`src/oat_pkg.sv`:
```
// ----------------------------------------------------------------------------
// oat_pkg
// Shared widths, register codes and payload types for the oriented axis
// extent tracker.
// ----------------------------------------------------------------------------
package oat_pkg;

  // point coordinate and index widths
  localparam int COORD_BITS = 24;
  localparam int INDEX_BITS = 16;

  // Q1.14 unit vector components
  localparam int Q_BITS = 16;
  localparam int Q_FRAC = 14;
  localparam logic signed [Q_BITS-1:0] Q_ONE     = 16'sd16384;
  localparam logic signed [Q_BITS-1:0] Q_NEG_ONE = -16'sd16384;

  // cross product of two components, Q2.28
  localparam int CROSS_BITS = 2 * Q_BITS;

  // projection arithmetic
  localparam int DIST_BITS = 40;
  localparam int PROD_BITS = COORD_BITS + Q_BITS;
  localparam int SUM_BITS  = PROD_BITS + 2;
  localparam int WIDE_BITS = (SUM_BITS > DIST_BITS) ? SUM_BITS : DIST_BITS;

  // extremes: min and max for each of three axes
  localparam int NUM_AXES     = 3;
  localparam int NUM_EXT      = 2 * NUM_AXES;
  localparam int EXT_IDX_BITS = $clog2(NUM_EXT);

  // emitted index field
  localparam int OUT_INDEX_BITS = 16;
  localparam int IDX_WIDE_BITS  = (INDEX_BITS > OUT_INDEX_BITS) ? INDEX_BITS : OUT_INDEX_BITS;

  // configuration register port
  localparam int REG_IDX_BITS = 3;

  typedef enum logic [REG_IDX_BITS-1:0] {
    REG_AXIS_X  = 3'd0,
    REG_AXIS_Y  = 3'd1,
    REG_AXIS_Z  = 3'd2,
    REG_MODEL_X = 3'd3,
    REG_MODEL_Y = 3'd4,
    REG_MODEL_Z = 3'd5
  } reg_index_t;

  // the three projection axes, x/y/z components at [0]/[1]/[2]
  typedef struct packed {
    logic [NUM_AXES-1:0][Q_BITS-1:0] model;
    logic [NUM_AXES-1:0][Q_BITS-1:0] crossed;
    logic [NUM_AXES-1:0][Q_BITS-1:0] axis;
  } axes_t;

  typedef struct packed {
    logic signed [COORD_BITS-1:0] point_x;
    logic signed [COORD_BITS-1:0] point_y;
    logic signed [COORD_BITS-1:0] point_z;
    logic [INDEX_BITS-1:0]        point_index;
    logic                         set_end;
  } point_t;

  typedef struct packed {
    logic [1:0]                  axis_number;
    logic                        is_maximum;
    logic signed [DIST_BITS-1:0] extent_distance;
    logic [OUT_INDEX_BITS-1:0]   extreme_index;
    logic                        last_of_run;
  } result_t;

  // one point's three projections on its way to the extreme tracker
  typedef struct packed {
    logic [NUM_AXES-1:0][DIST_BITS-1:0] distance;
    logic [INDEX_BITS-1:0]              index;
    logic                               set_end;
  } proj_t;

  // the six extremes of one finished set, min/max interleaved per axis
  typedef struct packed {
    logic [NUM_EXT-1:0][DIST_BITS-1:0]  value;
    logic [NUM_EXT-1:0][INDEX_BITS-1:0] index;
  } snap_t;

endpackage

```
`src/oat_config.sv`:
```
// ----------------------------------------------------------------------------
// oat_config
// Axis and model normal registers, and the registered cross-product axis.
// ----------------------------------------------------------------------------
module oat_config (
  input  logic                                clk,
  input  logic                                rst,
  input  logic                                cfg_write,
  input  logic [oat_pkg::REG_IDX_BITS-1:0]    cfg_index,
  input  logic [oat_pkg::Q_BITS-1:0]          cfg_data,
  output oat_pkg::axes_t                      axes
);

  logic [oat_pkg::NUM_AXES-1:0][oat_pkg::Q_BITS-1:0] axis;
  logic [oat_pkg::NUM_AXES-1:0][oat_pkg::Q_BITS-1:0] model;
  logic [oat_pkg::NUM_AXES-1:0][oat_pkg::Q_BITS-1:0] crossed;
  logic [oat_pkg::NUM_AXES-1:0][oat_pkg::Q_BITS-1:0] crossed_next;
  logic [oat_pkg::Q_BITS-1:0]                        wr_value;

  function automatic logic [oat_pkg::Q_BITS-1:0] clamp_q(input logic [oat_pkg::Q_BITS-1:0] v);
    if ($signed(v) > oat_pkg::Q_ONE) begin
      return oat_pkg::Q_ONE;
    end else if ($signed(v) < oat_pkg::Q_NEG_ONE) begin
      return oat_pkg::Q_NEG_ONE;
    end
    return v;
  endfunction

  // round half up from Q2.28 to Q1.14, then saturate to one
  function automatic logic [oat_pkg::Q_BITS-1:0] round_q(
    input logic signed [oat_pkg::CROSS_BITS-1:0] v
  );
    logic signed [oat_pkg::CROSS_BITS-1:0] biased;
    logic signed [oat_pkg::CROSS_BITS-1:0] shifted;
    biased  = v + oat_pkg::CROSS_BITS'(1 << (oat_pkg::Q_FRAC - 1));
    shifted = biased >>> oat_pkg::Q_FRAC;
    if (shifted > oat_pkg::CROSS_BITS'(oat_pkg::Q_ONE)) begin
      return oat_pkg::Q_ONE;
    end else if (shifted < oat_pkg::CROSS_BITS'(oat_pkg::Q_NEG_ONE)) begin
      return oat_pkg::Q_NEG_ONE;
    end
    return shifted[oat_pkg::Q_BITS-1:0];
  endfunction

  function automatic logic signed [oat_pkg::CROSS_BITS-1:0] mul_q(
    input logic [oat_pkg::Q_BITS-1:0] a,
    input logic [oat_pkg::Q_BITS-1:0] b
  );
    logic signed [oat_pkg::CROSS_BITS-1:0] p;
    p = $signed(a) * $signed(b);
    return p;
  endfunction

  assign wr_value = clamp_q(cfg_data);

  always_ff @(posedge clk) begin
    if (rst) begin
      axis  <= {oat_pkg::Q_ONE, {oat_pkg::Q_BITS{1'b0}}, {oat_pkg::Q_BITS{1'b0}}};
      model <= {{oat_pkg::Q_BITS{1'b0}}, {oat_pkg::Q_BITS{1'b0}}, oat_pkg::Q_ONE};
    end else if (cfg_write) begin
      unique case (oat_pkg::reg_index_t'(cfg_index))
        oat_pkg::REG_AXIS_X:  axis[0]  <= wr_value;
        oat_pkg::REG_AXIS_Y:  axis[1]  <= wr_value;
        oat_pkg::REG_AXIS_Z:  axis[2]  <= wr_value;
        oat_pkg::REG_MODEL_X: model[0] <= wr_value;
        oat_pkg::REG_MODEL_Y: model[1] <= wr_value;
        oat_pkg::REG_MODEL_Z: model[2] <= wr_value;
        default: ;
      endcase
    end
  end

  // axis x model
  always_comb begin
    crossed_next[0] = round_q(mul_q(axis[1], model[2]) - mul_q(axis[2], model[1]));
    crossed_next[1] = round_q(mul_q(axis[2], model[0]) - mul_q(axis[0], model[2]));
    crossed_next[2] = round_q(mul_q(axis[0], model[1]) - mul_q(axis[1], model[0]));
  end

  always_ff @(posedge clk) begin
    crossed <= crossed_next;
  end

  assign axes.model   = model;
  assign axes.crossed = crossed;
  assign axes.axis    = axis;

endmodule

```
`config.mk`:
```
export PLATFORM = sky130hd
export DESIGN_NAME = oat_config
export DESIGN_NICKNAME = d
export VERILOG_FILES = /design/src/oat_pkg.sv /design/src/oat_config.sv
export SDC_FILE = /design/constraint.sdc
export NUM_CORES = 2
export LEC_CHECK = 0
export ABC_AREA = 1
export BUFFER_PORTS_ARGS = -buffer_cell sky130_fd_sc_hd__buf_4
export CORE_MARGIN = 2
export CORE_UTILIZATION = 60
export CTS_BUF_LIST = sky130_fd_sc_hd__clkbuf_8 sky130_fd_sc_hd__clkbuf_16
export DETAILED_ROUTE_END_ITERATION = 6
export PLACE_DENSITY_LB_ADDON = 0.12
export SYNTH_ARGS = -nofsm -noshare
export SYNTH_HDL_FRONTEND = slang
export SYNTH_SLANG_ARGS = --single-unit
export TNS_END_PERCENT = 10
```
`constraint.sdc`:
```
create_clock -name clk -period 11.6 [get_ports clk]
set_clock_uncertainty 0.2 [all_clocks]
set_input_delay 0.58 -clock clk [delete_from_list [all_inputs] [get_ports clk]]
set_output_delay 0.58 -clock clk [all_outputs]
set_load 0.02 [all_outputs]
```
==> run metrics <==
TritonCTS clock tree=done; Top FF cell, synth=dfxtp_1; final hold viol count=0; root buf cell=clkbuf_16; H-tree levels=4; Chip Height=343 um; clk_lat worst skew=530 ps; sequential area share after synthesis=~4.2%; fin crit share=77.1%; synthesized cell area=68900 um^2; FF+latch area=just under 3000 um^2; crit-path max cell delay=930 ps; Reg clk slew, reported paths=90 ps; core box area=114000 um^2; setup bufs post-CTS=0; die area=approximately 120000 um^2; kind of start point of the critical path=register; FP Rows=around 120; yosys warns=0; PD cells=102 nW/um^2; drt pass-1 iters=5; dpl ws=~2700 ps; most common cell after layout, fill and taps aside=inv_1; endpoint class of the critical path=register; vias in the first global route=approximately 58000; reg2reg setup slack=2650 ps; critical path arrival=9200 ps; Final Non-Filler Cells=10204; RSZ-0062 raised after global routing=false; Final setup viols=0; clock sink count=144; I/O pin count=about 170; asr flop ratio synth=0%; Post-CTS Resized=0; routed via count=53316; Worst-Margin Slew=1480 ps; Post-CTS Hold Fix Bufs=0; area grow syn2layout=4.54%; crit-path max FO=18; Overflow after GRT=0; largest net degree at the start of global routing=97; CP bufs+invs=5; Final Wtd Congestion=0.967; first-pass GRT wire length=roughly 320 mm; dpl cell area=71400 um^2; synth unique cells=44; WS Path Type=register to register; slew margin rel.=0.885%; Post-Syn Instances=8756; Worst path slowest cell=dfxtp_1; CTS buffer count=17; syn_area_per_cell=7.87 um^2; syn_nets=10971; Initial Util=60.4%; Final min period=8950 ps; via-per-instance ratio=5.23; HPWL after DPL=between 150 and 200 mm; Pwr Total=around 7.4 mW; number of synthesized flops with an enable pin=0; Die W=343 um; Clock Path Buffers=2; routed wire length=201 mm; status=complete, no violations; Starting DRT DRC Count=4289; Seq cells post-synth=144; Fill cells=10265; layout net count=10891; Worst Path Required=11850 ps; final setup margin=2650 ps; most frequent cells in the layout=inv_1 (3078), nand2_1 (2089), fa_1 (1731); GRT Total Usage=36.4%; Static Leak=42.2 nW; post-route antenna net violation count=0; kind of cell adding the most delay to the critical path=adder cells; Setup Total Neg Slack=0 ps; max-slew violations=0; layout cell share with drive strength beyond 1=5.03%; multi-input logic area=53000 um^2; Port Buffer Count=roughly 170; HP Class=input port to register; peak supply drop=0.138 mV; Max Fclk=112 MHz; number of max-cap violations=0; Inst Count DP=just over 10000; post-route DRC violation count=0; max FFs per register=144; fin area=72000 um^2; WL per Instance=19.7 um; initial antenna violation count=6
[power by group]
group	internal, mW	switching, mW	total, mW
logic	2.07	4.10	6.17
registers	0.569	0.0467	0.616
clock network	0.283	0.300	0.583
total	2.92	4.45	7.37
[cells by family (layout without fill, tap and decap cells)]
group | count (synthesis) | after routing | share of synthesized area [%]
buffers and inverters | 3465 | 3398 | 18.9
DFF | 144 | 144 | 4.18
and+or+nand+nor | 2548 | 2548 | 14.7
other | 0 | 3 | 0
adders and majority gates | 2193 | 2193 | 58.7
AOI/OAI and AO/OA | 341 | 341 | 2.68
xor gates and xnor gates | 65 | 65 | 0.837
[worst min-delay path: stages]
cell and delay (ps):
buf_4 100, o21ai_0 90, nand3_1 80
[worst paths after layout]
kind	cells after the start	start	end
max	29	axes[15]	axes[71]
min reg2reg	2	axes[12]	axes[12]
max reg2reg	29	axes[15]	axes[71]
min	3	cfg_index[0]	axes[46]
[final cells by class]
type                       count  area share [%]
antenna                        3          0.0104
clock buffer                  17           0.591
clock inverter                15           0.198
inverter                    3085            16.1
multi-input combinational   5147            73.6
sequential                   144            4.01
tap                         1512            2.63
timing repair buffer         281            2.93
[per-layer routing]
metal  track usage, %  vias up  part of all wire (%)
met2             58.5     2362                    46
met4             18.6        6                   6.0
met1             46.7    26661                    38
li1                 -    23715                     -
met5                0        -                 0.020
met3             7.87      572                   9.7
[cell usage after synthesis (4+ instances only)]
library cell / number / area (um^2)
a21oi_2: 21 / 184
inv_2: 5 / 18.8
nor2_1: 215 / 807
nor2_2: 19 / 119
o21ai_0: 118 / 591
clkbuf_1: 359 / 1350
nor3_1: 18 / 90.1
nor4_1: 6 / 37.5
buf_4: 4 / 30.0
nand2_2: 11 / 68.8
xnor2_1: 36 / 315
o21bai_1: 11 / 82.6
ha_1: 462 / 5780
or2_2: 45 / 282
buf_1: 7 / 26.3
fa_1: 1731 / 34700
nand3_1: 96 / 480
nand4_1: 24 / 150
inv_1: 3080 / 11600
a21oi_1: 168 / 841
dfxtp_1: 144 / 2880
a31oi_1: 5 / 31.3
and2_1: 6 / 37.5
nand3b_1: 11 / 82.6
xor2_1: 28 / 245
buf_2: 5 / 25.0
o21ai_1: 8 / 40.0
nand2_1: 2089 / 7840
[through the flow]
stage	utilization (%)	hold WS [ps]
3_5_place_dp	62.6	368
4_1_cts	63.1	138
5_1_grt	63.1	186
3_3_place_gp	62.6	332
2_1_floorplan	-	430
6_report	63.2	166
No activity file was read; power rests on OpenSTA's default activity.
