<file path="src/oat_pkg.sv">
// ----------------------------------------------------------------------------
// oat_pkg
// Shared widths, register codes and payload types for the oriented axis
// extent tracker.
// ----------------------------------------------------------------------------
package oat_pkg;

  // point coordinate and index widths
  localparam int COORD_BITS = 24;
  localparam int INDEX_BITS = 16;

  // Q1.14 unit vector components
  localparam int Q_BITS = 16;
  localparam int Q_FRAC = 14;
  localparam logic signed [Q_BITS-1:0] Q_ONE     = 16'sd16384;
  localparam logic signed [Q_BITS-1:0] Q_NEG_ONE = -16'sd16384;

  // cross product of two components, Q2.28
  localparam int CROSS_BITS = 2 * Q_BITS;

  // projection arithmetic
  localparam int DIST_BITS = 40;
  localparam int PROD_BITS = COORD_BITS + Q_BITS;
  localparam int SUM_BITS  = PROD_BITS + 2;
  localparam int WIDE_BITS = (SUM_BITS > DIST_BITS) ? SUM_BITS : DIST_BITS;

  // extremes: min and max for each of three axes
  localparam int NUM_AXES     = 3;
  localparam int NUM_EXT      = 2 * NUM_AXES;
  localparam int EXT_IDX_BITS = $clog2(NUM_EXT);

  // emitted index field
  localparam int OUT_INDEX_BITS = 16;
  localparam int IDX_WIDE_BITS  = (INDEX_BITS > OUT_INDEX_BITS) ? INDEX_BITS : OUT_INDEX_BITS;

  // configuration register port
  localparam int REG_IDX_BITS = 3;

  typedef enum logic [REG_IDX_BITS-1:0] {
    REG_AXIS_X  = 3'd0,
    REG_AXIS_Y  = 3'd1,
    REG_AXIS_Z  = 3'd2,
    REG_MODEL_X = 3'd3,
    REG_MODEL_Y = 3'd4,
    REG_MODEL_Z = 3'd5
  } reg_index_t;

  // the three projection axes, x/y/z components at [0]/[1]/[2]
  typedef struct packed {
    logic [NUM_AXES-1:0][Q_BITS-1:0] model;
    logic [NUM_AXES-1:0][Q_BITS-1:0] crossed;
    logic [NUM_AXES-1:0][Q_BITS-1:0] axis;
  } axes_t;

  typedef struct packed {
    logic signed [COORD_BITS-1:0] point_x;
    logic signed [COORD_BITS-1:0] point_y;
    logic signed [COORD_BITS-1:0] point_z;
    logic [INDEX_BITS-1:0]        point_index;
    logic                         set_end;
  } point_t;

  typedef struct packed {
    logic [1:0]                  axis_number;
    logic                        is_maximum;
    logic signed [DIST_BITS-1:0] extent_distance;
    logic [OUT_INDEX_BITS-1:0]   extreme_index;
    logic                        last_of_run;
  } result_t;

  // one point's three projections on its way to the extreme tracker
  typedef struct packed {
    logic [NUM_AXES-1:0][DIST_BITS-1:0] distance;
    logic [INDEX_BITS-1:0]              index;
    logic                               set_end;
  } proj_t;

  // the six extremes of one finished set, min/max interleaved per axis
  typedef struct packed {
    logic [NUM_EXT-1:0][DIST_BITS-1:0]  value;
    logic [NUM_EXT-1:0][INDEX_BITS-1:0] index;
  } snap_t;

endpackage

</file>
<file path="src/oat_drain.sv">
// ----------------------------------------------------------------------------
// oat_drain
// Holds one finished set's six extremes and sends them out one per request.
// ----------------------------------------------------------------------------
module oat_drain (
  input  logic             clk,
  input  logic             rst,
  input  logic             load,
  input  oat_pkg::snap_t   snap,
  output logic             drain_free,
  output logic             result_valid,
  input  logic             result_stall,
  output oat_pkg::result_t result
);

  localparam logic [oat_pkg::EXT_IDX_BITS-1:0] LAST_EXT =
    oat_pkg::EXT_IDX_BITS'(oat_pkg::NUM_EXT - 1);

  logic                                busy;
  logic [oat_pkg::EXT_IDX_BITS-1:0]    count;
  oat_pkg::snap_t                      held;
  logic                                advance;
  logic                                at_last;
  logic [oat_pkg::IDX_WIDE_BITS-1:0]   index_wide;

  assign at_last    = (count == LAST_EXT);
  assign advance    = busy && !result_stall;
  assign drain_free = !busy || (at_last && !result_stall);

  always_ff @(posedge clk) begin
    if (rst) begin
      busy  <= 1'b0;
      count <= '0;
    end else if (load) begin
      busy  <= 1'b1;
      count <= '0;
    end else if (advance) begin
      if (at_last) begin
        busy <= 1'b0;
      end else begin
        count <= count + 1'b1;
      end
    end
  end

  always_ff @(posedge clk) begin
    if (load) begin
      held <= snap;
    end
  end

  assign index_wide = oat_pkg::IDX_WIDE_BITS'(held.index[count]);

  assign result_valid           = busy;
  assign result.axis_number     = count[oat_pkg::EXT_IDX_BITS-1:1];
  assign result.is_maximum      = count[0];
  assign result.extent_distance = held.value[count];
  assign result.extreme_index   = index_wide[oat_pkg::OUT_INDEX_BITS-1:0];
  assign result.last_of_run     = at_last;

  a_count_range: assert property (@(posedge clk) disable iff (rst)
    busy |-> count <= LAST_EXT)
    else $error("drain counter past last extreme");

  a_load_starts: assert property (@(posedge clk) disable iff (rst)
    load |=> busy && count == '0)
    else $error("drain did not restart at first extreme");

endmodule

</file>
<file path="config.mk">
export PLATFORM = sky130hd
export DESIGN_NAME = oat_drain
export DESIGN_NICKNAME = d
export VERILOG_FILES = /design/src/oat_pkg.sv /design/src/oat_drain.sv
export SDC_FILE = /design/constraint.sdc
export NUM_CORES = 1
export LEC_CHECK = 0
export BUFFER_PORTS_ARGS = -buffer_cell sky130_fd_sc_hd__buf_2
export CAP_MARGIN = 0
export CORE_ASPECT_RATIO = 1.5
export CORE_MARGIN = 2
export CORE_UTILIZATION = 45
export DETAILED_ROUTE_END_ITERATION = 8
export PLACE_DENSITY = 0.7
export SKIP_CTS_REPAIR_TIMING = 1
export SYNTH_ARGS = -nofsm -noshare
export SYNTH_HDL_FRONTEND = slang
export SYNTH_SLANG_ARGS = --single-unit
</file>
<file path="constraint.sdc">
create_clock -name clk -period 2 [get_ports clk]
set_input_delay 0.2 -clock clk [delete_from_list [all_inputs] [get_ports clk]]
set_output_delay 0.2 -clock clk [all_outputs]
set_load 0.02 [all_outputs]
</file>
==> results of run 1 <==
[Yosys cell counts]
cell type,count
edfxtp_1,336
mux2i_1,112
nand2_1,58
mux2_2,32
o221ai_1,32
mux2_4,24
o221ai_2,24
buf_2,16
buf_4,11
buf_6,6
inv_1,6
clkbuf_1,4
dfxtp_1,4
o21ai_0,3
a21oi_1,2
ha_1,2
nand2b_1,2
nor2_1,2
buf_1,1
clkbuf_4,1
o311a_1,1
o311ai_0,1
o41ai_1,1
or3_1,1
[logic make-up after synthesis]
logic type,after synthesis,share of synthesized area
DFF,340,0.767
muxes,168,0.139
AOI/OAI and AO/OA,64,0.0523
and+or+nand+nor,63,0.0184
buffers and inverters,45,0.0211
adders and majority gates,2,0.00189
[metrics by stage]
stage | hold WS (ns) | TNS [ns] | util | worst slack (ns) | area (sq um)
3_5_place_dp | 0.378 | 0 | 0.546 | 0.286 | 15900
2_1_floorplan | 0.269 | 0 | - | 0.342 | 13300
3_3_place_gp | 0.377 | 0 | 0.546 | 0.306 | 15900
4_1_cts | -0.217 | -12.70 | 0.580 | -0.321 | 16900
==> impl_metrics.yaml, run 1 <==
placed_design:
  portBuffers: 401
  routabilityCongestion: 0.869
  hpwlAfterDp_mm: 22.7
  dp_cells: 1466
floorplanning:
  start_util: 0.454
  pin_count: 402
  die_w_um: 144
  rows: 77
  die_y_um: 214
outcome:
  stop_stage: "5_1_grt"
  tool.error: "[ERROR RSZ-0060] Max buffer count reached."
  status: "did not finish"
yosys:
  ys_seq_area_frac: 0.767
  synth.top_cell.area_share: 0.761
  synth.avg_cell_area_sq_um: 19.4
  synth_nets: 1024
  yosysUniqueCellTypes: 24
  syn_inst: 682
  synthTopCellsByArea: "edfxtp_1 76%, mux2i_1 8.5%, mux2_2 2.7%, mux2_4 2.7%, o221ai_2 2.7%"
  yosysTopAreaCell: "edfxtp_1"
  ys_warn_count: 0
  syn_area_sq_mm: 0.0133
  synth-seq-cells: 340
clocking:
  cts_buffer_depth: 3
  clock_sinks: 340
  clockRootBuffer: "clkbuf_16"
  htreeDepth: 1
  cts_buffers: 31
timing:
  worst-ep-kind: "top-level output"
  timing.grt.repair.worst_endpoint: "result[31]"
global_route:
  grt_max_degree: 69
==> inputs of run 2 (changes only) <==
- CORE_ASPECT_RATIO: 1.5 -> default
- CORE_UTILIZATION: 45 -> 30
- PLACE_DENSITY: 0.7 -> default
- PLACE_DENSITY_LB_ADDON: default -> 0.15
==> impl_metrics.yaml, run 2 <==
power_and_ir_drop:
  swShare: 0.220
  leakage_uw: 0.00837
  power_frac_seq: 0.491
  p_int_uw: 13700
  powerDensity_mw_per_mm2: 810
  p_clk_frac: 0.383
  p_switching_uw: 3850
  ir_worst_vdd_v: 0.000644
  p_comb_frac: 0.126
  p_total_uw: 17500
critical_path:
  reg2reg_depth: 6
  worstSetupStartpointType: "register"
  arrival_ns: 1.98
  crit_start: "count[1]$_SDFFE_PP0P_"
  worstSetupPathType: "reg2out"
  critPathCaptureType: "output port"
  crit_fanout: 6
  rr_startpoint: "count[1]$_SDFFE_PP0P_"
  critPathRequiredTime_ns: 1.80
  endpoint: "result[22]"
  rrSetupSlack_ns: 0.25
  rr_endpoint: "result_valid$_SDFFE_PP0P_"
floorplanning:
  die_w_um: 214
  core_region_area_sq_mm: 0.0439
  rows: 77
  pin_count: 402
  die_y_um: 214
  dieArea_sq_mm: 0.0459
  start_util: 0.302
global_route:
  grt_pass1_wl_mm: 51.9
  antenna_found_initial: 1
  track_usage: 0.152
  grt_max_degree: 54
  first_global_vias: 8354
  grt_overflow: 0
yosys:
  synthTopCellsByArea: "edfxtp_1 76%, mux2i_1 8.5%, mux2_2 2.7%, mux2_4 2.7%, o221ai_2 2.7%"
  yosysTopAreaCell: "edfxtp_1"
  synth.most_common_cell: "edfxtp_1"
  synth.top_cell.area_share: 0.761
  synth.avg_cell_area_sq_um: 19.4
  ys_warn_count: 0
  synth_edf_count: 336
  synthArstFlopShare: 0
  syn_area_sq_mm: 0.0133
  synth_nets: 1024
  synth-seq-cells: 340
  synth_ff_type: "edfxtp_1"
  ys_seq_area_frac: 0.767
  synth_commonest_cells: "336 x edfxtp_1, 112 x mux2i_1, 58 x nand2_1, 32 x mux2_2, 32 x o221ai_1"
  syn_inst: 682
  yosysUniqueCellTypes: 24
clocking:
  htreeDepth: 2
  cts_buffers: 39
  clock_sinks: 340
  clockRootBuffer: "clkbuf_16"
  path_clk_slew_ns: 0.06
  cts_buffer_depth: 3
  cts_tree: "yes"
  clock_latency_ns: 0.54
route:
  vias_per_cell: 4.40
  wl_met3_mm: 2.59
  antenna_left: 0
  finalWirelength_mm: 40.6
  drt-met1-wl_mm: 16.9
  dr.pass1.iters: 4
  drt_iter0_markers: 500
  drcViolationCount: 0
  wire_per_inst_um: 19.3
  met2_length_mm: 20.3
  top_layer_used: "met4"
  vias: 9247
timing:
  max_slew.worst_pin.slew_ns: 0.519
  maxSlewViolCount: 0
  rsz0062_at_grt: "true"
  max-slew-margin-rel: 0.654
  finalWorstSetupSlack_ns: -0.181
  hold_viol: 0
  max_freq_mhz: 459
  finalCriticalPeriod_ns: 2.18
  whs_ns: 0.117
  skew_ns: 0.00707
  final.setup.tns_ns: -7.64
  fin_crit_sh: 1.09
  setup_viol: 56
outcome:
  violations: "setup timing"
  status: "finished, violations left"
placed_design:
  portBuffers: 401
  hpwlAfterDp_mm: 25.1
  placed_area_sq_mm: 0.0162
  routabilityCongestion: 0.818
  post-place-ws_ns: 0.292
cells_and_area:
  top_register: "held"
  stdcell_area_sq_mm: 0.0217
  n_fill_cell: 3771
  mostFrequentLayoutCell: "buf_2"
  largest_reg_flops: 336
  drive_above_1_share: 0.430
  final_nets: 1824
  final_cell_mix: "361 x buf_2, 338 x dlygate4sd3_1, 336 x edfxtp_1"
  synthToLayoutAreaGrowth_pct: 63.4
worst_hold_path:
  min_path_type: "in2reg"
flow_run:
  cap_violations: 0
## run 2: cell counts after synthesis
No cell type changed its count.
## run 2: cell type report
class / instances / area, sq um / share of cell area
flip-flops and latches: 340 / 10200 / 0.470
repair buffers: 798 / 6430 / 0.297
multi-input cells: 297 / 3110 / 0.143
clock buffers: 51 / 1060 / 0.0491
well taps: 592 / 741 / 0.0342
clock inverters: 15 / 118 / 0.00543
inverters: 6 / 22.5 / 0.00104
diodes: 1 / 2.50 / 0.000116
## run 2: layer usage
layer / GRT usage / vias up
met5: 0 / -
met4: 0.0537 / 0
met3: 0.0488 / 55
met2: 0.251 / 318
met1: 0.187 / 4535
li1: - / 4339
## run 2: cells by family after synthesis
| logic type | after synthesis | share of synthesized area |
|---|---|---|
| DFF | 340 | 0.767 |
| muxes | 168 | 0.139 |
| AOI/OAI and AO/OA | 64 | 0.0523 |
| and+or+nand+nor | 63 | 0.0184 |
| buffers and inverters | 45 | 0.0211 |
| adders and majority gates | 2 | 0.00189 |
## run 2: worst min path at each step
stage              from                         to  slack (ns)  cells after the start
5_1_grt            load         held[28]$_DFFE_PP_        0.11                      1
3_5_place_dp   snap[92]         held[92]$_DFFE_PP_        0.38                      1
2_1_floorplan       rst  result_valid$_SDFFE_PP0P_        0.27                      1
3_3_place_gp   snap[92]         held[92]$_DFFE_PP_        0.38                      1
4_1_cts        snap[45]         held[45]$_DFFE_PP_       -0.21                      1
6_report           load         held[60]$_DFFE_PP_        0.12                      1
## run 2: through the flow
stage	util	std cells
6_report	0.493	2100
5_1_grt	0.493	2099
4_1_cts	0.396	1737
3_5_place_dp	0.370	1671
3_3_place_gp	0.370	1671
2_1_floorplan	-	682
## run 2: power by group through the flow
stage | Combinational (uW) | Clock [uW] | Sequential [uW]
6_report | 2210 | 6710 | 8610
2_1_floorplan | 668 | 0 | 8700
3_5_place_dp | 1460 | 0 | 8750
4_1_cts | 1460 | 6940 | 8610
5_1_grt | 2370 | 7210 | 8660
3_3_place_gp | 1450 | 0 | 8730
## run 2: critical path, stage by stage (launching register included)
cell and delay (ns):
dfxtp_4 0.43, buf_12 0.16, clkbuf_16 0.17, mux2i_2 0.34, o221ai_2 0.16, buf_4 0.18
No activity file was read; power rests on OpenSTA's default activity.
