$ cat config.mk
export PLATFORM = sky130hd
export DESIGN_NAME = oat_extreme
export DESIGN_NICKNAME = d
export VERILOG_FILES = /design/src/oat_pkg.sv /design/src/oat_extreme.sv
export SDC_FILE = /design/constraint.sdc
export NUM_CORES = 1
export LEC_CHECK = 0
export BUFFER_PORTS_ARGS = -buffer_cell sky130_fd_sc_hd__buf_2
export CAP_MARGIN = 20
export CELL_PAD_IN_SITES_DETAIL_PLACEMENT = 1
export CELL_PAD_IN_SITES_GLOBAL_PLACEMENT = 1
export CORE_AREA = 4 4 199 220
export CTS_BUF_LIST = sky130_fd_sc_hd__clkbuf_8
export CTS_CLUSTER_DIAMETER = 80
export CTS_CLUSTER_SIZE = 16
export DETAILED_ROUTE_END_ITERATION = 8
export DIE_AREA = 0 0 203 224
export PLACE_DENSITY_LB_ADDON = 0.1
export SLEW_MARGIN = 30
export SYNTH_ARGS = -nofsm -noshare
export SYNTH_HDL_FRONTEND = slang
export SYNTH_SLANG_ARGS = --single-unit
$ cat constraint.sdc
create_clock -name clk -period 62.7 [get_ports clk]
set_input_delay 12.54 -clock clk [delete_from_list [all_inputs] [get_ports clk]]
set_output_delay 12.54 -clock clk [all_outputs]
set_load 0.01 [all_outputs]
$ cat src/oat_pkg.sv
// ----------------------------------------------------------------------------
// oat_pkg
// Shared widths, register codes and payload types for the oriented axis
// extent tracker.
// ----------------------------------------------------------------------------
package oat_pkg;

  // point coordinate and index widths
  localparam int COORD_BITS = 24;
  localparam int INDEX_BITS = 16;

  // Q1.14 unit vector components
  localparam int Q_BITS = 16;
  localparam int Q_FRAC = 14;
  localparam logic signed [Q_BITS-1:0] Q_ONE     = 16'sd16384;
  localparam logic signed [Q_BITS-1:0] Q_NEG_ONE = -16'sd16384;

  // cross product of two components, Q2.28
  localparam int CROSS_BITS = 2 * Q_BITS;

  // projection arithmetic
  localparam int DIST_BITS = 40;
  localparam int PROD_BITS = COORD_BITS + Q_BITS;
  localparam int SUM_BITS  = PROD_BITS + 2;
  localparam int WIDE_BITS = (SUM_BITS > DIST_BITS) ? SUM_BITS : DIST_BITS;

  // extremes: min and max for each of three axes
  localparam int NUM_AXES     = 3;
  localparam int NUM_EXT      = 2 * NUM_AXES;
  localparam int EXT_IDX_BITS = $clog2(NUM_EXT);

  // emitted index field
  localparam int OUT_INDEX_BITS = 16;
  localparam int IDX_WIDE_BITS  = (INDEX_BITS > OUT_INDEX_BITS) ? INDEX_BITS : OUT_INDEX_BITS;

  // configuration register port
  localparam int REG_IDX_BITS = 3;

  typedef enum logic [REG_IDX_BITS-1:0] {
    REG_AXIS_X  = 3'd0,
    REG_AXIS_Y  = 3'd1,
    REG_AXIS_Z  = 3'd2,
    REG_MODEL_X = 3'd3,
    REG_MODEL_Y = 3'd4,
    REG_MODEL_Z = 3'd5
  } reg_index_t;

  // the three projection axes, x/y/z components at [0]/[1]/[2]
  typedef struct packed {
    logic [NUM_AXES-1:0][Q_BITS-1:0] model;
    logic [NUM_AXES-1:0][Q_BITS-1:0] crossed;
    logic [NUM_AXES-1:0][Q_BITS-1:0] axis;
  } axes_t;

  typedef struct packed {
    logic signed [COORD_BITS-1:0] point_x;
    logic signed [COORD_BITS-1:0] point_y;
    logic signed [COORD_BITS-1:0] point_z;
    logic [INDEX_BITS-1:0]        point_index;
    logic                         set_end;
  } point_t;

  typedef struct packed {
    logic [1:0]                  axis_number;
    logic                        is_maximum;
    logic signed [DIST_BITS-1:0] extent_distance;
    logic [OUT_INDEX_BITS-1:0]   extreme_index;
    logic                        last_of_run;
  } result_t;

  // one point's three projections on its way to the extreme tracker
  typedef struct packed {
    logic [NUM_AXES-1:0][DIST_BITS-1:0] distance;
    logic [INDEX_BITS-1:0]              index;
    logic                               set_end;
  } proj_t;

  // the six extremes of one finished set, min/max interleaved per axis
  typedef struct packed {
    logic [NUM_EXT-1:0][DIST_BITS-1:0]  value;
    logic [NUM_EXT-1:0][INDEX_BITS-1:0] index;
  } snap_t;

endpackage

$ cat src/oat_extreme.sv
// ----------------------------------------------------------------------------
// oat_extreme
// Running min/max per axis with the index of the earliest extreme point.
// ----------------------------------------------------------------------------
module oat_extreme (
  input  logic            clk,
  input  logic            rst,
  input  logic            proj_valid,
  input  oat_pkg::proj_t  proj,
  output logic            take,
  input  logic            drain_free,
  output logic            load,
  output oat_pkg::snap_t  snap
);

  logic [oat_pkg::NUM_EXT-1:0][oat_pkg::DIST_BITS-1:0]  value;
  logic [oat_pkg::NUM_EXT-1:0][oat_pkg::INDEX_BITS-1:0] index;
  logic [oat_pkg::NUM_EXT-1:0][oat_pkg::DIST_BITS-1:0]  value_next;
  logic [oat_pkg::NUM_EXT-1:0][oat_pkg::INDEX_BITS-1:0] index_next;
  logic                                                 seen;

  // an end-marked point needs the drain free for its snapshot
  assign take = proj_valid && (!proj.set_end || drain_free);
  assign load = take && proj.set_end;

  // strict compares: a tie keeps the earlier point
  always_comb begin
    value_next = value;
    index_next = index;
    for (int d = 0; d < oat_pkg::NUM_AXES; d++) begin
      if (!seen || $signed(value[2*d]) > $signed(proj.distance[d])) begin
        value_next[2*d] = proj.distance[d];
        index_next[2*d] = proj.index;
      end
      if (!seen || $signed(value[2*d+1]) < $signed(proj.distance[d])) begin
        value_next[2*d+1] = proj.distance[d];
        index_next[2*d+1] = proj.index;
      end
    end
  end

  assign snap.value = value_next;
  assign snap.index = index_next;

  always_ff @(posedge clk) begin
    if (rst) begin
      seen <= 1'b0;
    end else if (take) begin
      seen <= !proj.set_end;
    end
  end

  always_ff @(posedge clk) begin
    if (take) begin
      value <= value_next;
      index <= index_next;
    end
  end

  a_load_free: assert property (@(posedge clk) disable iff (rst)
    load |-> drain_free)
    else $error("snapshot loaded while previous set still draining");

endmodule

==> results of run 1 <==
[area by class of cell]
type,instances,area share (%)
Tap cell,560,2.96
Inverter,127,2.02
Clock inverter,13,0.545
Timing Repair Buffer,493,10.8
Clock buffer,27,1.57
Sequential cell,337,42.8
Multi-Input combinational cell,948,39.2
Antenna cell,6,0.0635
[power breakdown]
part / switching (mW) / internal, mW / total [mW]
Sequential: 0.00891 / 0.270 / 0.279
Clock: 0.0774 / 0.0489 / 0.126
Combinational: 0.0793 / 0.0614 / 0.141
[metal layers]
metal / wire length [um] / up-vias
met5: 54 / -
met4: 1810 / 8
met3: 3950 / 81
met2: 30100 / 376
met1: 23900 / 7022
li1: - / 6516
[layout by cell type (no fill, tap or decap), drive strengths merged, types with 3 or more instances in the layout]
cell	synthesis	routed
a2111oi	3	3
a211oi	12	12
a21boi	4	4
a21o	40	40
a21oi	80	80
a221oi	5	5
a31oi	4	4
buf	36	493
clkbuf	0	27
clkinv	0	4
clkinvlp	0	3
diode	0	6
edfxtp	336	336
ha	237	237
inv	127	131
mux2	336	336
nand2	49	49
nand2b	6	6
nand3	18	18
nand4	44	44
nor2	24	24
nor2b	5	5
nor3	12	12
nor4	5	5
o211ai	10	10
o21ai	35	35
[flip-flops by register name, summed over array words and instances (netlist names)]
name,cells
value,240
index,96
seen,1
[how the worst max path moves through the flow]
stage / startpoint / end / slack [ns] / cells after the start
after global placement: proj[56] / snap[6] / 33.74 / 12
final: proj[56] / snap[6] / 33.68 / 12
after global routing: proj[56] / snap[6] / 33.36 / 12
after floorplan: drain_free / take / 13.20 / 2
after detailed placement: proj[56] / snap[6] / 33.72 / 12
after CTS: proj[56] / snap[6] / 33.71 / 12
[logic make-up after synthesis]
logic type / share of synthesized area, %
buffers and inverters: 3.99
adder cells (fa/ha/maj): 14.7
multiplexers: 20.4
AND/OR/NAND/NOR: 4.24
AO/OA/AOI/OAI: 6.34
flip-flops: 50.3
XOR/XNOR: 0.0436
[worst reg2reg max path: cells and delay by family, from the launching register on]
kind                     cells  cell delay (ns)
AO/OA/AOI/OAI                3             1.14
flip-flops                   1             0.45
multiplexers                 1             0.47
AND/OR/NAND/NOR              3             0.94
buffers and inverters        1             0.66
adder cells (fa/ha/maj)      1             0.42
==> qor.txt, run 1 <==
placed inst area = 0.0231 sq mm
Clock Latency Late Sink = 0.63 ns
most frequent cells after synthesis = 336 x edfxtp_1, 256 x mux2_2, 237 x ha_1
storage element area = 0.0101 sq mm
DRT antenna net count = 0
FF-to-FF Start = value[39]
post_cts resized = 0
syn_area_per_cell = 13.9 sq um
Synth Flop Type = edfxtp_1
CP Capture Type = output pin
drc violations = 0
PnR Total Power = 0.546 mW
# IOs = 479
most common cell in the netlist = edfxtp_1
global-route usage over all layers = 25.1%
most frequent CP cell = buf_2
crit path kind = input pin to output pin
Power Density = 23.1 mW/mm^2
Setup Fix Bufs, Post-CTS = 0
sequential share of the synthesized area = 50.3%
Setup Viol. Count Final = 0
Worst-Margin Slew = 0.848 ns
CP Cell Sequence = buf_2 -> inv_1 -> ha_1 -> nand4_1 -> nor4_1 -> nand3_1 -> o211ai_1 -> o21ai_0 -> a31oi_4 -> buf_4 -> mux2_2 -> buf_2
Worst Path Buf+Inv = 4
TNS Setup = 0 ns
Synth Register Bits = 337
final count of pins violating max slew = 0
Worst-path clk slew = 0.09 ns
CP arrival = 16.48 ns
first-pass GRT wire length = 89600 um
GR met1 Demand/Resource = 29.7%
r2r worst-path depth = 9
CTS tree = yes
Via Count = 14003
GR Util met2 = 45.2%
Die W = 203 um
Sinks on Clock Net = 337
RSZ-0062 raised after global routing = false
Pleak = 10.5 nW
Initial Util = 48.7%
CORE AREA = 0.0413 sq mm
asr flop ratio synth = 0%
Clock Skew = 0.0226 ns
Die ar. = 0.0455 sq mm
max cap viols = 0
syn_nets = 1826
# hold bufs at CTS = 0
reg2reg setup slack = 58.37 ns
Max Buffers Root-to-Sink = 3
Min-Delay Path Class = register to register
routability cong. = 0.837
met3 GRT Util = 6.21%
grt ovf = 0
area taken by multi-input logic gates = 0.00928 sq mm
CTS buffer count = 27
Worst setup SP type = input pin
post-synthesis cell type count = 45
DRT iter0 DRCs = 725
Post-Synthesis Cells = 1448
Initial DRT Pass Iterations = 4
row count = 78
Area Overhead vs Synth = 17.6%
Final Cell Area = 0.0236 sq mm
Yosys top cell area share = 50.2%
Inst Count DP = 2463
Port Buf Inserts = 478
layout cells sized above 1 = 45.0%
max_slew headroom = 43.4%
Slowest-stage cell, CP = a31oi_4
slack of the critical path = 33.68 ns
Fin. Hold Viols = 0
Required @ worst endpoint = 50.16 ns
Crit Reg-Reg Endpoint = index[6]
WHS = 0.575 ns
CTS H-tree lvls = 1
vias per inst = 5.58
min cycle time layout = 29.02 ns
maximum vdd ir drop = 0.0188 mV
EDFF count, synth = 336
hold depth = 1
cell taking the most area after synthesis = edfxtp_1
fmax = 34.5 MHz
Fillers = 4349
WL/cell = 23.8 um
die height = 224 um
Post-Synthesis Cell Area = 0.0201 sq mm
root buf cell = clkbuf_8
final net count = 2312
top cells by area, synth = edfxtp_1 50%, ha_1 15%, mux2_2 14%
HPWL Detailed = 46300 um
CP Max Fanout = 35
most used routing layer = met2
Yosys warnings = 0
post-route clock period utilization = 46.3%
post-layout util = 57.3%
hold endpoint = index[52]
initial antenna violation count = 9
Layout Cells excl Fill = 2511
vias in the first global route = 15346
pre-CTS WS = 33.72 ns
Routed WL = 59800 um
outcome = complete, no violations
largest net degree at the start of global routing = 103
max incr delay on CP = 0.74 ns
Top delay family on crit path = compound AO/OA/AOI/OAI gates
Worst Min Path Start = index[52]
(Power assumes the default switching activity.)
==> inputs of run 2 (changes only) <==
--- a/config.mk
+++ b/config.mk
@@ -9,12 +9,12 @@
 export CAP_MARGIN = 20
 export CELL_PAD_IN_SITES_DETAIL_PLACEMENT = 1
 export CELL_PAD_IN_SITES_GLOBAL_PLACEMENT = 1
-export CORE_AREA = 4 4 199 220
+export CORE_AREA = 4 4 217 240
 export CTS_BUF_LIST = sky130_fd_sc_hd__clkbuf_8
 export CTS_CLUSTER_DIAMETER = 80
 export CTS_CLUSTER_SIZE = 16
 export DETAILED_ROUTE_END_ITERATION = 8
-export DIE_AREA = 0 0 203 224
+export DIE_AREA = 0 0 221 244
 export PLACE_DENSITY_LB_ADDON = 0.1
 export SLEW_MARGIN = 30
 export SYNTH_ARGS = -nofsm -noshare
==> constraint.sdc (replaced) <==
create_clock -name clk -period 23.3 [get_ports clk]
set_input_delay 4.66 -clock clk [delete_from_list [all_inputs] [get_ports clk]]
set_output_delay 4.66 -clock clk [all_outputs]
set_load 0.01 [all_outputs]
==> qor.txt, run 2 (synthesized netlist as in run 1, its figures left out) <==
Internal = 1.07 mW
Routed WL = 60000 um
CTS H-tree lvls = 1
HPWL Detailed = 46200 um
Worst Path Buf+Inv = 4
clock group share of total power = 26.3%
WL/cell = 23.0 um
post-route clock period utilization = 57.6%
Fin. Hold Viols = 0
Slowest-stage cell, CP = a31oi_4
combinational share of power = 24.6%
row count = 86
DRT iter0 DRCs = 681
max incr delay on CP = 0.84 ns
Top delay family on crit path = compound AO/OA/AOI/OAI gates
Via Count = 13927
Setup Fix Bufs, Post-CTS = 0
post_cts resized = 0
DRT antenna net count = 0
Pleak = 10.6 nW
CP arrival = 8.77 ns
grt ovf = 0
Clock Skew = 0.0215 ns
Setup Viol. Count Final = 0
layout cells sized above 1 = 45.0%
crit path kind = input pin to output pin
switch share = 30.0%
Regs by FF count = value (240), index (96), seen (1)
Clock Latency Late Sink = 0.65 ns
PnR Total Power = 1.53 mW
most used routing layer = met2
CORE AREA = 0.0497 sq mm
vias in the first global route = 15156
net switching power = 0.458 mW
largest net degree at the start of global routing = 174
CP Cell Sequence = buf_2 -> inv_1 -> ha_1 -> nand4_1 -> nor4_1 -> nand3_1 -> o211ai_1 -> o21ai_0 -> a31oi_4 -> buf_4 -> mux2_2 -> buf_2
# hold bufs at CTS = 0
CP Max Fanout = 33
max_slew headroom = 34.8%
global-route usage over all layers = 21.3%
Power Density = 64.0 mW/mm^2
TNS Setup = 0 ns
RSZ-0062 raised after global routing = false
GR met1 Demand/Resource = 26.4%
most frequent CP cell = buf_2
sequential fraction of design power = 49.1%
Worst-path clk slew = 0.09 ns
Initial DRT Pass Iterations = 5
Die ar. = 0.0539 sq mm
CTS tree = yes
# IOs = 479
post-layout util = 48.0%
vias per inst = 5.33
largest register by flop count = value
Max Buffers Root-to-Sink = 3
outcome = complete, no violations
Fillers = 5289
min cycle time layout = 13.43 ns
met3 GRT Util = 5.47%
Required @ worst endpoint = 18.64 ns
max cap viols = 0
Sinks on Clock Net = 337
Port Buf Inserts = 478
Inst Count DP = 2560
Area Overhead vs Synth = 18.6%
CTS buffer count = 28
routability cong. = 0.826
WHS = 0.573 ns
root buf cell = clkbuf_8
Initial Util = 40.4%
Worst setup SP type = input pin
final count of pins violating max slew = 0
drc violations = 0
first-pass GRT wire length = 90800 um
final net count = 2309
GR Util met2 = 36.9%
maximum vdd ir drop = 0.0489 mV
max FFs per register = 240
initial antenna violation count = 9
commonest cells after routing, fill and taps aside = 478 x buf_2, 336 x edfxtp_1, 256 x mux2_2
Die W = 221 um
Layout Cells excl Fill = 2614
most common cell after layout, fill and taps aside = buf_2
fmax = 74.5 MHz
Min-Delay Path Class = register to register
die height = 244 um
Worst-Margin Slew = 0.974 ns
CP Capture Type = output pin
run 2: changes by cell type in the layout (fill, tap and decap cells not counted), moves of 2 or more:
cell,change
inv_1,+4
bufinv_16,+3
buf_4,-2
diode_2,-3
clkbuf_8,+3
clkinv_2,+2
run 2: area by class of cell:
type | count | area, sq um | share of cell area [%]
sequential | 337 | 10100 | 42.4
multi-input combinational | 948 | 9280 | 38.9
timing repair buffer | 489 | 2510 | 10.5
tap | 660 | 826 | 3.46
inverter | 127 | 477 | 2.00
clock buffer | 30 | 413 | 1.73
clock inverter | 20 | 233 | 0.976
antenna | 3 | 7.51 | 0.0315
run 2: final timing paths:
kind	startpoint	to	slack, ns	cells past startpoint
worst max-delay path	proj[56]	snap[6]	9.87	12
worst min-delay path	index[37]	index[37]	0.57	1
worst max register to register	value[39]	index[5]	18.81	9
worst min register to register	index[37]	index[37]	0.57	1
run 2: routing by layer:
layer	part of all wire, %	vias to the layer above
met4	2.9	12
met3	6.4	84
li1	-	6516
met2	49	360
met1	42	6955
met5	0.16	-
run 2: power groups by stage:
stage	Clock, mW	Sequential [mW]	Combinational (mW)
2_1_floorplan	0	0.764	0.235
6_report	0.401	0.749	0.376
4_1_cts	0.418	0.750	0.381
3_5_place_dp	0	0.763	0.379
3_3_place_gp	0	0.762	0.371
5_1_grt	0.439	0.754	0.414
run 2: stage by stage:
step | worst slack [ns] | cell area, sq um
floorplan | 4.50 | 20100
global placement | 9.96 | 23200
detailed placement | 9.84 | 23200
CTS | 9.82 | 23800
global route | 9.71 | 23800
finish | 9.87 | 23900
